### config.mk
export PLATFORM = sky130hd
export DESIGN_NAME = modular_arith_unit_flat
export DESIGN_NICKNAME = d
export VERILOG_FILES = /design/src/rtl/core/mau_pkg.sv /design/src/rtl/core/mau_if.sv /design/src/rtl/core/mau_div.sv /design/src/rtl/core/modular_arith_unit.sv /design/src/flat_wrapper.sv
export SDC_FILE = /design/constraint.sdc
export NUM_CORES = 2
export LEC_CHECK = 0
export BUFFER_PORTS_ARGS = -buffer_cell sky130_fd_sc_hd__buf_2
export CAP_MARGIN = 0
export CORE_MARGIN = 2
export CORE_UTILIZATION = 56
export DETAILED_ROUTE_END_ITERATION = 12
export GPL_ROUTABILITY_DRIVEN = 0
export GPL_TIMING_DRIVEN = 0
export PLACE_DENSITY = 0.8
export SLEW_MARGIN = 25
export SYNTH_ARGS = -nofsm -noshare
export SYNTH_HDL_FRONTEND = slang
export SYNTH_SLANG_ARGS = --single-unit
### constraint.sdc
create_clock -name clk_i -period 21.8 [get_ports clk_i]
set_input_delay 2.18 -clock clk_i [delete_from_list [all_inputs] [get_ports clk_i]]
set_output_delay 2.18 -clock clk_i [all_outputs]
set_load 0.005 [all_outputs]
### src/rtl/core/mau_pkg.sv
// Shared widths, operation codes and divider handshake types of the modular arithmetic unit.
`default_nettype none
package mau_pkg;

  localparam int unsigned VW  = 16;
  localparam int unsigned PW  = 2 * VW;
  localparam int unsigned SW  = VW + 2;
  localparam int unsigned CMW = 3;

  localparam logic [CMW-1:0] CMD_ADD = 3'd0;
  localparam logic [CMW-1:0] CMD_SUB = 3'd1;
  localparam logic [CMW-1:0] CMD_MUL = 3'd2;
  localparam logic [CMW-1:0] CMD_INV = 3'd3;
  localparam logic [CMW-1:0] CMD_DIV = 3'd4;

  localparam logic [VW-1:0] MODULUS_RESET = 16'd65521;

  typedef struct packed {
    logic          start;
    logic          wide;
    logic [PW-1:0] dividend;
    logic [VW-1:0] divisor;
  } div_req_t;

  typedef struct packed {
    logic          done;
    logic [VW-1:0] quot;
    logic [VW-1:0] rem;
  } div_rsp_t;

endpackage
`default_nettype wire

### src/rtl/core/mau_if.sv
// Handshake interfaces for the operation, result and modulus write channels.
`default_nettype none
interface mau_in_if;
  import mau_pkg::*;
  logic                valid;
  logic                ready;
  logic [CMW-1:0]      cmd;
  logic [VW-1:0]       operand_a;
  logic [VW-1:0]       operand_b;
  modport source (output valid, output cmd, output operand_a, output operand_b, input ready);
  modport sink (input valid, input cmd, input operand_a, input operand_b, output ready);
endinterface

interface mau_out_if;
  import mau_pkg::*;
  logic          valid;
  logic          ready;
  logic [VW-1:0] result;
  modport source (output valid, output result, input ready);
  modport sink (input valid, input result, output ready);
endinterface

interface mau_cfg_if;
  import mau_pkg::*;
  logic          valid;
  logic          ready;
  logic [VW-1:0] data;
  modport source (output valid, output data, input ready);
  modport sink (input valid, input data, output ready);
endinterface
`default_nettype wire

### src/rtl/core/mau_div.sv
// Restoring radix-2 divider shared by all operand and product reductions and Euclid steps.
`default_nettype none
module mau_div (
  input  wire               clk_i,
  input  wire               rst_ni,
  input  mau_pkg::div_req_t req_i,
  output mau_pkg::div_rsp_t rsp_o
);
  import mau_pkg::*;

  localparam int unsigned CW = $clog2(PW + 1);

  logic          busy_q, busy_d;
  logic          done_q, done_d;
  logic [CW-1:0] cnt_q, cnt_d;
  logic [PW-1:0] shf_q, shf_d;
  logic [VW-1:0] rem_q, rem_d;
  logic [VW-1:0] dvs_q, dvs_d;

  logic [VW:0]   trial;
  logic          ge;

  assign trial = {rem_q, shf_q[PW-1]};
  assign ge    = trial >= {1'b0, dvs_q};

  always_comb begin
    busy_d = busy_q;
    done_d = 1'b0;
    cnt_d  = cnt_q;
    shf_d  = shf_q;
    rem_d  = rem_q;
    dvs_d  = dvs_q;
    if (req_i.start) begin
      busy_d = 1'b1;
      rem_d  = '0;
      dvs_d  = req_i.divisor;
      if (req_i.wide) begin
        shf_d = req_i.dividend;
        cnt_d = CW'(PW);
      end else begin
        shf_d = {req_i.dividend[VW-1:0], {VW{1'b0}}};
        cnt_d = CW'(VW);
      end
    end else if (busy_q) begin
      rem_d = ge ? VW'(trial - {1'b0, dvs_q}) : trial[VW-1:0];
      shf_d = {shf_q[PW-2:0], ge};
      cnt_d = cnt_q - CW'(1);
      if (cnt_q == CW'(1)) begin
        busy_d = 1'b0;
        done_d = 1'b1;
      end
    end
  end

  always_ff @(posedge clk_i or negedge rst_ni) begin
    if (!rst_ni) begin
      busy_q <= 1'b0;
      done_q <= 1'b0;
      cnt_q  <= '0;
    end else begin
      busy_q <= busy_d;
      done_q <= done_d;
      cnt_q  <= cnt_d;
    end
  end

  always_ff @(posedge clk_i) begin
    shf_q <= shf_d;
    rem_q <= rem_d;
    dvs_q <= dvs_d;
  end

  assign rsp_o.done = done_q;
  assign rsp_o.quot = shf_q[VW-1:0];
  assign rsp_o.rem  = rem_q;

endmodule
`default_nettype wire

### src/rtl/core/modular_arith_unit.sv
// Top level of the modular arithmetic unit: sequencer around a shared divider.
// The block computes add, subtract, multiply, inverse and divide modulo the
// prime held in the modulus register. A word on cfg_i writes that register;
// cfg_i is always ready, and writes are meant for times when the block is idle.
// A word on in_i carries cmd, operand_a and operand_b; in_i is ready only while
// no operation is in flight. Each operation yields one word on out_o.
// Each operand reduction, product reduction and Euclid step is one pass of the
// shared divider, on a 16-bit dividend or, for a product, a full 32-bit one;
// add and subtract reduce their sum with one conditional subtraction.
// Inverse runs one divider pass per Euclid step, with up to about 23 steps;
// divide adds one product reduction to that.
// A zero modulus or an unused cmd gives result 0.
// The result register frees the datapath; when out_o stalls with a result
// still held, the next operation waits at its end until that word is taken.
// Reset empties the result register, idles the sequencer and loads 65521 into
// the modulus register.
`default_nettype none
module modular_arith_unit (
  input  wire        clk_i,
  input  wire        rst_ni,
  mau_cfg_if.sink    cfg_i,
  mau_in_if.sink     in_i,
  mau_out_if.source  out_o
);
  import mau_pkg::*;

  localparam logic [3:0] S_IDLE = 4'd0;
  localparam logic [3:0] S_RA   = 4'd1;
  localparam logic [3:0] S_RAW  = 4'd2;
  localparam logic [3:0] S_RB   = 4'd3;
  localparam logic [3:0] S_RBW  = 4'd4;
  localparam logic [3:0] S_EXEC = 4'd5;
  localparam logic [3:0] S_MUL  = 4'd6;
  localparam logic [3:0] S_RED  = 4'd7;
  localparam logic [3:0] S_REDW = 4'd8;
  localparam logic [3:0] S_EU   = 4'd9;
  localparam logic [3:0] S_EUW  = 4'd10;
  localparam logic [3:0] S_FIX  = 4'd11;
  localparam logic [3:0] S_OUT  = 4'd12;

  localparam int unsigned MXW = VW + 1;
  localparam int unsigned PRW = MXW + SW;

  logic [3:0]            state_q, state_d;
  logic [VW-1:0]         mod_q, mod_d;
  logic                  ov_q, ov_d;
  logic [VW-1:0]         out_q, out_d;
  logic [CMW-1:0]        cmd_q, cmd_d;
  logic [VW-1:0]         araw_q, araw_d;
  logic [VW-1:0]         braw_q, braw_d;
  logic [VW-1:0]         a_q, a_d;
  logic [VW-1:0]         b_q, b_d;
  logic [VW-1:0]         res_q, res_d;
  logic [PW-1:0]         prod_q, prod_d;
  logic [VW-1:0]         ea_q, ea_d;
  logic [VW-1:0]         eb_q, eb_d;
  logic signed [SW-1:0]  s0_q, s0_d;
  logic signed [SW-1:0]  s1_q, s1_d;

  div_req_t              dreq;
  div_rsp_t              drsp;

  logic signed [MXW-1:0] mx;
  logic signed [SW-1:0]  my;
  logic signed [PRW-1:0] mp;
  logic signed [PRW-1:0] s_upd;
  logic signed [SW:0]    fx0, fx1, fpw;
  logic [VW:0]           sum_add, sum_sub;

  mau_div u_div (
    .clk_i  (clk_i),
    .rst_ni (rst_ni),
    .req_i  (dreq),
    .rsp_o  (drsp)
  );

  assign mx    = (state_q == S_MUL) ? $signed({1'b0, a_q}) : $signed({1'b0, drsp.quot});
  assign my    = (state_q == S_MUL) ? $signed({2'b00, b_q}) : s0_q;
  assign mp    = mx * my;
  assign s_upd = PRW'(s1_q) - mp;

  assign fpw = $signed({3'b000, mod_q});
  assign fx0 = (s0_q < 0) ? (SW + 1)'(s0_q) + fpw : (SW + 1)'(s0_q);
  assign fx1 = (fx0 >= fpw) ? fx0 - fpw : fx0;

  assign sum_add = {1'b0, a_q} + {1'b0, b_q};
  assign sum_sub = {1'b0, a_q} + {1'b0, mod_q} - {1'b0, b_q};

  assign in_i.ready  = (state_q == S_IDLE);
  assign cfg_i.ready = 1'b1;
  assign out_o.valid  = ov_q;
  assign out_o.result = out_q;

  always_comb begin
    state_d = state_q;
    mod_d   = mod_q;
    ov_d    = ov_q & ~out_o.ready;
    out_d   = out_q;
    cmd_d   = cmd_q;
    araw_d  = araw_q;
    braw_d  = braw_q;
    a_d     = a_q;
    b_d     = b_q;
    res_d   = res_q;
    prod_d  = prod_q;
    ea_d    = ea_q;
    eb_d    = eb_q;
    s0_d    = s0_q;
    s1_d    = s1_q;
    dreq.start    = 1'b0;
    dreq.wide     = 1'b0;
    dreq.dividend = {{VW{1'b0}}, araw_q};
    dreq.divisor  = mod_q;

    if (cfg_i.valid) begin
      mod_d = cfg_i.data;
    end

    case (state_q)
      S_IDLE: begin
        if (in_i.valid) begin
          cmd_d  = in_i.cmd;
          araw_d = in_i.operand_a;
          braw_d = in_i.operand_b;
          if ((mod_q == '0) || (in_i.cmd > CMD_DIV)) begin
            res_d   = '0;
            state_d = S_OUT;
          end else begin
            state_d = S_RA;
          end
        end
      end
      S_RA: begin
        dreq.start = 1'b1;
        state_d    = S_RAW;
      end
      S_RAW: begin
        if (drsp.done) begin
          a_d     = drsp.rem;
          state_d = S_RB;
        end
      end
      S_RB: begin
        dreq.start    = 1'b1;
        dreq.dividend = {{VW{1'b0}}, braw_q};
        state_d       = S_RBW;
      end
      S_RBW: begin
        if (drsp.done) begin
          b_d     = drsp.rem;
          state_d = S_EXEC;
        end
      end
      S_EXEC: begin
        case (cmd_q)
          CMD_ADD: begin
            res_d   = (sum_add >= {1'b0, mod_q}) ? VW'(sum_add - {1'b0, mod_q})
                                                 : sum_add[VW-1:0];
            state_d = S_OUT;
          end
          CMD_SUB: begin
            res_d   = (sum_sub >= {1'b0, mod_q}) ? VW'(sum_sub - {1'b0, mod_q})
                                                 : sum_sub[VW-1:0];
            state_d = S_OUT;
          end
          CMD_MUL: begin
            state_d = S_MUL;
          end
          CMD_INV: begin
            ea_d    = a_q;
            eb_d    = mod_q;
            s0_d    = '0;
            s1_d    = SW'(1);
            state_d = S_EU;
          end
          CMD_DIV: begin
            ea_d    = b_q;
            eb_d    = mod_q;
            s0_d    = '0;
            s1_d    = SW'(1);
            state_d = S_EU;
          end
          default: begin
            res_d   = '0;
            state_d = S_OUT;
          end
        endcase
      end
      S_MUL: begin
        prod_d  = mp[PW-1:0];
        state_d = S_RED;
      end
      S_RED: begin
        dreq.start    = 1'b1;
        dreq.wide     = 1'b1;
        dreq.dividend = prod_q;
        state_d       = S_REDW;
      end
      S_REDW: begin
        if (drsp.done) begin
          res_d   = drsp.rem;
          state_d = S_OUT;
        end
      end
      S_EU: begin
        dreq.start    = 1'b1;
        dreq.dividend = {{VW{1'b0}}, ea_q};
        dreq.divisor  = eb_q;
        state_d       = S_EUW;
      end
      S_EUW: begin
        if (drsp.done) begin
          if (drsp.rem == '0) begin
            state_d = S_FIX;
          end else begin
            ea_d    = eb_q;
            eb_d    = drsp.rem;
            s0_d    = s_upd[SW-1:0];
            s1_d    = s0_q;
            state_d = S_EU;
          end
        end
      end
      S_FIX: begin
        if (cmd_q == CMD_INV) begin
          res_d   = fx1[VW-1:0];
          state_d = S_OUT;
        end else begin
          b_d     = fx1[VW-1:0];
          state_d = S_MUL;
        end
      end
      S_OUT: begin
        if (!ov_q || out_o.ready) begin
          ov_d    = 1'b1;
          out_d   = res_q;
          state_d = S_IDLE;
        end
      end
      default: begin
        state_d = S_IDLE;
      end
    endcase
  end

  always_ff @(posedge clk_i or negedge rst_ni) begin
    if (!rst_ni) begin
      state_q <= S_IDLE;
      mod_q   <= MODULUS_RESET;
      ov_q    <= 1'b0;
    end else begin
      state_q <= state_d;
      mod_q   <= mod_d;
      ov_q    <= ov_d;
    end
  end

  always_ff @(posedge clk_i) begin
    out_q  <= out_d;
    cmd_q  <= cmd_d;
    araw_q <= araw_d;
    braw_q <= braw_d;
    a_q    <= a_d;
    b_q    <= b_d;
    res_q  <= res_d;
    prod_q <= prod_d;
    ea_q   <= ea_d;
    eb_q   <= eb_d;
    s0_q   <= s0_d;
    s1_q   <= s1_d;
  end

endmodule
`default_nettype wire

### src/flat_wrapper.sv
// flat-port wrapper written by rule: the top's interface ports become plain ports
module modular_arith_unit_flat import mau_pkg::*;
  (clk_i, rst_ni, cfg_i_valid, cfg_i_data, cfg_i_ready, in_i_valid, in_i_cmd, in_i_operand_a, in_i_operand_b, in_i_ready, out_o_valid, out_o_result, out_o_ready);
  mau_cfg_if cfg_i_i ();
  mau_in_if in_i_i ();
  mau_out_if out_o_i ();
  input  wire clk_i;
  input  wire rst_ni;
  input wire logic [$bits(cfg_i_i.valid)-1:0] cfg_i_valid;
  input wire logic [$bits(cfg_i_i.data)-1:0] cfg_i_data;
  output wire logic [$bits(cfg_i_i.ready)-1:0] cfg_i_ready;
  input wire logic [$bits(in_i_i.valid)-1:0] in_i_valid;
  input wire logic [$bits(in_i_i.cmd)-1:0] in_i_cmd;
  input wire logic [$bits(in_i_i.operand_a)-1:0] in_i_operand_a;
  input wire logic [$bits(in_i_i.operand_b)-1:0] in_i_operand_b;
  output wire logic [$bits(in_i_i.ready)-1:0] in_i_ready;
  output wire logic [$bits(out_o_i.valid)-1:0] out_o_valid;
  output wire logic [$bits(out_o_i.result)-1:0] out_o_result;
  input wire logic [$bits(out_o_i.ready)-1:0] out_o_ready;
  assign cfg_i_i.valid = cfg_i_valid;
  assign cfg_i_i.data = cfg_i_data;
  assign cfg_i_ready = cfg_i_i.ready;
  assign in_i_i.valid = in_i_valid;
  assign in_i_i.cmd = in_i_cmd;
  assign in_i_i.operand_a = in_i_operand_a;
  assign in_i_i.operand_b = in_i_operand_b;
  assign in_i_ready = in_i_i.ready;
  assign out_o_valid = out_o_i.valid;
  assign out_o_result = out_o_i.result;
  assign out_o_i.ready = out_o_ready;
  modular_arith_unit u_core (.clk_i(clk_i), .rst_ni(rst_ni), .cfg_i(cfg_i_i), .in_i(in_i_i), .out_o(out_o_i));
endmodule
## Word level (Yosys, flattened, before mapping)

Cells that the tools add are included.

- Multiply operators: 1
- Equality and inequality tests: 30
- $add $sub $neg: 10
- Muxes and demuxes: 60
- Bitwise operators: 2
- Divide/modulo/power cells: 0
- Shift operators: 0
- Magnitude comparators: 6
- Reduce and logical (&&, ||, !) cells: 22

Operator list:

| cell | number |
|---|---|
| $mux 16 | 16 |
| $pmux 16 s2 | 4 |
| $mux 18 | 7 |
| $mux 32 | 3 |
| $pmux 32 s3 | 1 |
| $pmux 18 s2 | 2 |
| $pmux 16 s4 | 1 |
| $sub 16x16->16 | 4 |
| $pmux 4 s13 | 1 |
| $ge 17x16->1 | 3 |
| $pmux 16 s3 | 1 |
| $add 16x16->17 | 2 |
| $logic_not 16->1 | 2 |
| $mul 17x18->32 | 1 |
| $mux 4 | 8 |
| $eq 4x4->1 const B | 5 |
| $add 18x17->19 | 1 |
| $ge 19x17->1 | 1 |
| $mux 19 | 1 |
| $lt 18x1->1 const B | 1 |
| $mux 6 | 3 |
| $ne 2x2->1 const B | 9 |
| $sub 18x18->18 | 1 |
| $sub 17x16->17 | 1 |
| other kinds (29) | 52 |

- Bits in latches: 0
- Flip-flop bits (word level): 292
- ROM bits: 0
- Output and inout bits: 19
- Bits in writable memories: 0
- Word-level logic and storage cells: 152
- Memories kept: 0

## Longest topological paths before layout

- Word-level depth: 7
- Mapped depth: 35

## Cells and area by module

From an unflattened synthesis, not the netlist that was laid out.

- Cell total of the unflattened synthesis: 3204
- Area, all modules: 30209.0 um^2

Modules (own cells, without submodules):

| module | cells an instance | instances | area each (um^2) |
|---|---|---|---|
| modular_arith_unit | 2802 | 1 | 26072.5 |
| mau_div | 402 | 1 | 4136.5 |

## Least setup slack after synthesis

Ideal clock, no wire load.

- Kind: register to register
- Start: register u_core.state_q[1]
- End: register u_core.s0_q[16] (data pin)
- Library setup time: 134 ps
- Buffers on the path: 2
- Stages on the path, launching flop included: 34
- Clock period less this slack: 7578 ps
- Path slack: 14222 ps
- Required time: 21666 ps
- Data arrival time: 7443 ps
- Cells stage by stage: dfrtp_1 clkbuf_1 nor2b_1 nand2_1 inv_1 mux2i_1 clkbuf_1 nor2_1 ha_1 inv_1 fa_1 inv_1 ha_1 ha_1 inv_1 fa_1 inv_1 ha_1 fa_1 a21o_1 a21oi_2 o21bai_1 a21oi_1 xnor2_1 inv_1 ha_1 and3_1 a21oi_1 a31oi_1 o21ai_0 nand2b_1 maj3_1 a2111o_1 nand3_1

- Cells in the longest elaborated chain, start to end: 7
- Elaborated cells between the ends (all ways): 10
- Classes of those cells: add/sub: 1; mul: 1; eq/ne: 3; mux: 5

RTL lines:

| what | line | source |
|---|---|---|
| start, declared | modular_arith_unit.sv:44 | `logic [3:0] state_q, state_d;` |
| start signal, assigned | modular_arith_unit.sv:252 | `state_q <= state_d;` |
| $eq 4x3->1 (*) | modular_arith_unit.sv:77, modular_arith_unit.sv:78 |  |
| $mux 16 or $mux 18 (tied branches) | modular_arith_unit.sv:77, modular_arith_unit.sv:78 |  |
| $mul 17x18->32 (*) | modular_arith_unit.sv:79 | `assign mp = mx * my;` |
| via u_core.mp[10] | modular_arith_unit.sv:65 | `logic signed [PRW-1:0] mp;` |
| $sub 18x18->18 (*) | modular_arith_unit.sv:80 | `assign s_upd = PRW'(s1_q) - mp;` |
| $mux 18 (*) | modular_arith_unit.sv:213 | `if (drsp.rem == '0) begin` |
| $mux 18 (*) | modular_arith_unit.sv:212 | `if (drsp.done) begin` |
| $pmux 18 s2 (*) | modular_arith_unit.sv:119 | `case (state_q)` |
| end signal, assigned | modular_arith_unit.sv:269 | `s0_q <= s0_d;` |
| end, declared | modular_arith_unit.sv:57 | `logic signed [SW-1:0] s0_q, s0_d;` |

The timed path passes the listed nets; every way through them passes the cells marked *. The select of a mux whose other input is x is not followed.
A chain may end at the register's enable or synchronous reset.

## Worst setup path after layout

- Start: register u_core.state_q[1]
- End: register u_core.prod_q[30] (data pin)

- Cells in the longest elaborated chain, start to end: 3
- Elaborated cells between the ends (all ways): 4
- Classes of those cells: mul: 1; eq/ne: 1; mux: 2

RTL lines:

| what | line | source |
|---|---|---|
| $eq 4x3->1 (*) | modular_arith_unit.sv:77, modular_arith_unit.sv:78 |  |
| $mux 16 or $mux 18 (tied branches) | modular_arith_unit.sv:77, modular_arith_unit.sv:78 |  |
| $mul 17x18->32 (*) | modular_arith_unit.sv:79 |  |
| via u_core.mp[30] | modular_arith_unit.sv:65 |  |
| end signal, assigned | modular_arith_unit.sv:266 | `prod_q <= prod_d;` |
| end, declared | modular_arith_unit.sv:54 | `logic [PW-1:0] prod_q, prod_d;` |

The timed path passes the listed nets; every way through them passes the cells marked *.

==> results.ini <==
[outcome]
status=finished, final reports clean

[routing]
wire_per_inst_um=22.5
drc=0
vias=24000
dr.pass1.iters=8
via_per_inst=6.13
ant_nets=0
drt_iter0_markers=3026
routed_wl_mm=88.3

[hold_path]
hold_path.class=reg2reg

[worst_setup_path]
worstSetupEndpointType=flop
crit_fanout=10
start_kind=flop
required_ns=22.05
crit_top_cell=fa_1
critPathTopFamily=adder cells
worstSetupPathType=reg2reg
r2r_cells=27
worstReg2RegEnd=u_core.prod_q[30]$_DFFE_PN_
r2r-start=u_core.state_q[1]$_DFFE_PN0P_
crit_path_end=u_core.prod_q[30]$_DFFE_PN_
cpPeakStageDelay_ns=0.79
cp.depth=27
crit_path_top_delay_cell=xnor2_1
startpoint=u_core.state_q[1]$_DFFE_PN0P_
rrSetupSlack_ns=11.78
cp_num_buf_inv=5
critPathArrivalTime_ns=10.27

[die]
fp.dieW_um=233
io_pins=75
dieArea_um2=54400
core_area_um2=52200
initial_utilization_pct=56.3
fp-row-count=84
die_y_um=233

[cts]
holdBufCountCts=0
clockRootBuffer=clkbuf_16
post_cts_buffers=0
numCtsBuffers=30
cts.sinks=292
path_clk_slew_ns=0.07
clk_latency_ns=0.60
htree_levels=1
ctsLongestPathBuffers=3
cts_resized=0
cts_tree=yes

[synth]
synth.area.top_cells=edfxtp_1, fa_1, ha_1
synthTopCellsByCount=inv_1, nor2_1, nand2_1, fa_1, edfxtp_1
ys_async_sr_fraction_pct=9.93
yosysMostFrequentCell=inv_1
synth_area_per_cell_um2=9.49
synth_cell_types=90
ys.warnings.count=0
ys_seq_area_share_pct=28.8
synth_top_area_share_pct=25.2
synthFlopType=edfxtp_1
synth_seq_cells=292
synth-edff-count=247
netlist_area_um2=29400
yosysTopAreaCell=edfxtp_1
syn_nets=3679
synth_cells=3100

[sta]
finalHoldViolations=0
fin_crit_ns=10.02
fin_ws_ns=11.78
maxSlewHeadroom_pct=25.1
setup_viol=0
hold_slack_ns=0.415
fin_skew_ns=0.0211
maxSlewViolCount=0
fmax_mhz=99.8
worstMarginPinSlew_ns=1.12
fin_tns_setup_ns=0
period_share_pct=46.0
rsz0062_at_grt=no

[final_layout]
nNetsFinal=3791
antenna_cells=0
drive_above_1_share_pct=6.43
post-route-cell-area_um2=31800
syn2layout_area_growth_pct=8.22

[grt]
grt_pass1_vias=23400
antenna_found_initial=4
grt_pass1_wl_mm=135
grt_max_degree=37
overflow=0
grt_use_total_pct=32.9

[placement]
dpl.hpwl_mm=70.7
post-place-ws_ns=11.98
io_buffers=73
placed_cell_area_um2=30800

[job]
maxCapViolCount=0

-- kinds of logic (layout without fill, tap and decap cells) --
family,count (synthesis),after routing,synth area share (%)
multiplexers,56,56,1.96
other,1,1,0.0127
AND/OR/NAND/NOR,885,885,13.5
XOR/XNOR,135,135,4.02
AO/OA/AOI/OAI,648,648,14.6
buffers and inverters,559,695,7.28
adder cells (fa/ha/maj),524,524,29.8
flip-flops,292,292,28.8
-- sequential cells by signal (all words and copies together) (netlist names), 3 cells and up --
register and cells:
u_core.out_o.result 16, u_core.eb_q 16, u_core.u_div.rem_q 16, u_core.araw_q 16, u_core.braw_q 16, u_core.s0_q 18
u_core.cmd_q 3, u_core.res_q 16, u_core.ea_q 16, u_core.mod_q 16, u_core.b_q 16, u_core.state_q 4
u_core.u_div.cnt_q 6, u_core.s1_q 18, u_core.a_q 16, u_core.prod_q 32, u_core.u_div.dvs_q 16, u_core.u_div.shf_q 32
-- stage by stage --
| stage | instances | util [%] |
|---|---|---|
| 6_report | 3924 | 61.0 |
| 5_1_grt | 3924 | 61.0 |
| 4_1_cts | 3924 | 61.0 |
| 3_5_place_dp | 3868 | 59.0 |
| 3_3_place_gp | 3861 | 58.7 |
| 2_1_floorplan | 3100 | - |
-- worst reg2reg max path, delay by kind of cell, from the launching register on --
family	cells	cell delay (ns)
fa+ha+maj	7	3.41
compound gates	8	2.79
buf+inv	5	1.09
flops	1	0.36
simple gates	6	1.24
xor+xnor	1	0.79
-- worst min-delay path by stage --
stage               cells after the start                      start  slack (ns)                          endpoint
floorplan                               0  u_core.res_q[0]$_DFFE_PP_        0.40  u_core.out_o.result[0]$_DFFE_PP_
global placement                        0  u_core.res_q[9]$_DFFE_PP_        0.41  u_core.out_o.result[9]$_DFFE_PP_
detailed placement                      0  u_core.res_q[8]$_DFFE_PP_        0.41  u_core.out_o.result[8]$_DFFE_PP_
CTS                                     0  u_core.res_q[8]$_DFFE_PP_        0.42  u_core.out_o.result[8]$_DFFE_PP_
global route                            0  u_core.res_q[8]$_DFFE_PP_        0.42  u_core.out_o.result[8]$_DFFE_PP_
finish                                  0  u_core.res_q[8]$_DFFE_PP_        0.42  u_core.out_o.result[8]$_DFFE_PP_
-- cells in the final DEF (no fill, tap or decap), types with 17 or more instances in the layout --
cell       instances
inv_1            451
nor2_1           314
nand2_1          309
fa_1             296
edfxtp_1         247
ha_1             227
a21oi_1          171
o21ai_0          148
xnor2_1           93
clkbuf_1          89
a21o_1            80
buf_2             77
mux2i_1           44
and3_1            44
xor2_1            42
nor3_1            39
nand2b_1          35
clkbuf_16         30
nand3_1           27
o21a_1            25
nor2b_1           24
a211oi_1          21
o211ai_1          18
a31oi_1           18
a221o_1           18
a22o_1            17
-- cell type report --
class / count / area (um^2)
multi-input cells: 2249 / 18800
repair buffers: 80 / 478
clock buffers: 31 / 754
clock inverters: 25 / 283
flip-flops and latches: 292 / 8480
inverters: 454 / 1700
well taps: 688 / 861
fillers: 4255 / 20400
plain buffers: 105 / 437
-- routing by layer --
metal	wire (um)	up-vias	track usage, %	part of all wire, %
met2	36800	1523	48.4	42
met1	33500	11500	43.8	38
met4	5960	4	17.4	6.7
met3	12100	285	10.2	14
li1	-	10700	-	-
met5	26	-	0	0.029
Power is not shown: default switching activity piles up to over one toggle a cycle in this logic, so the estimate is an artifact.
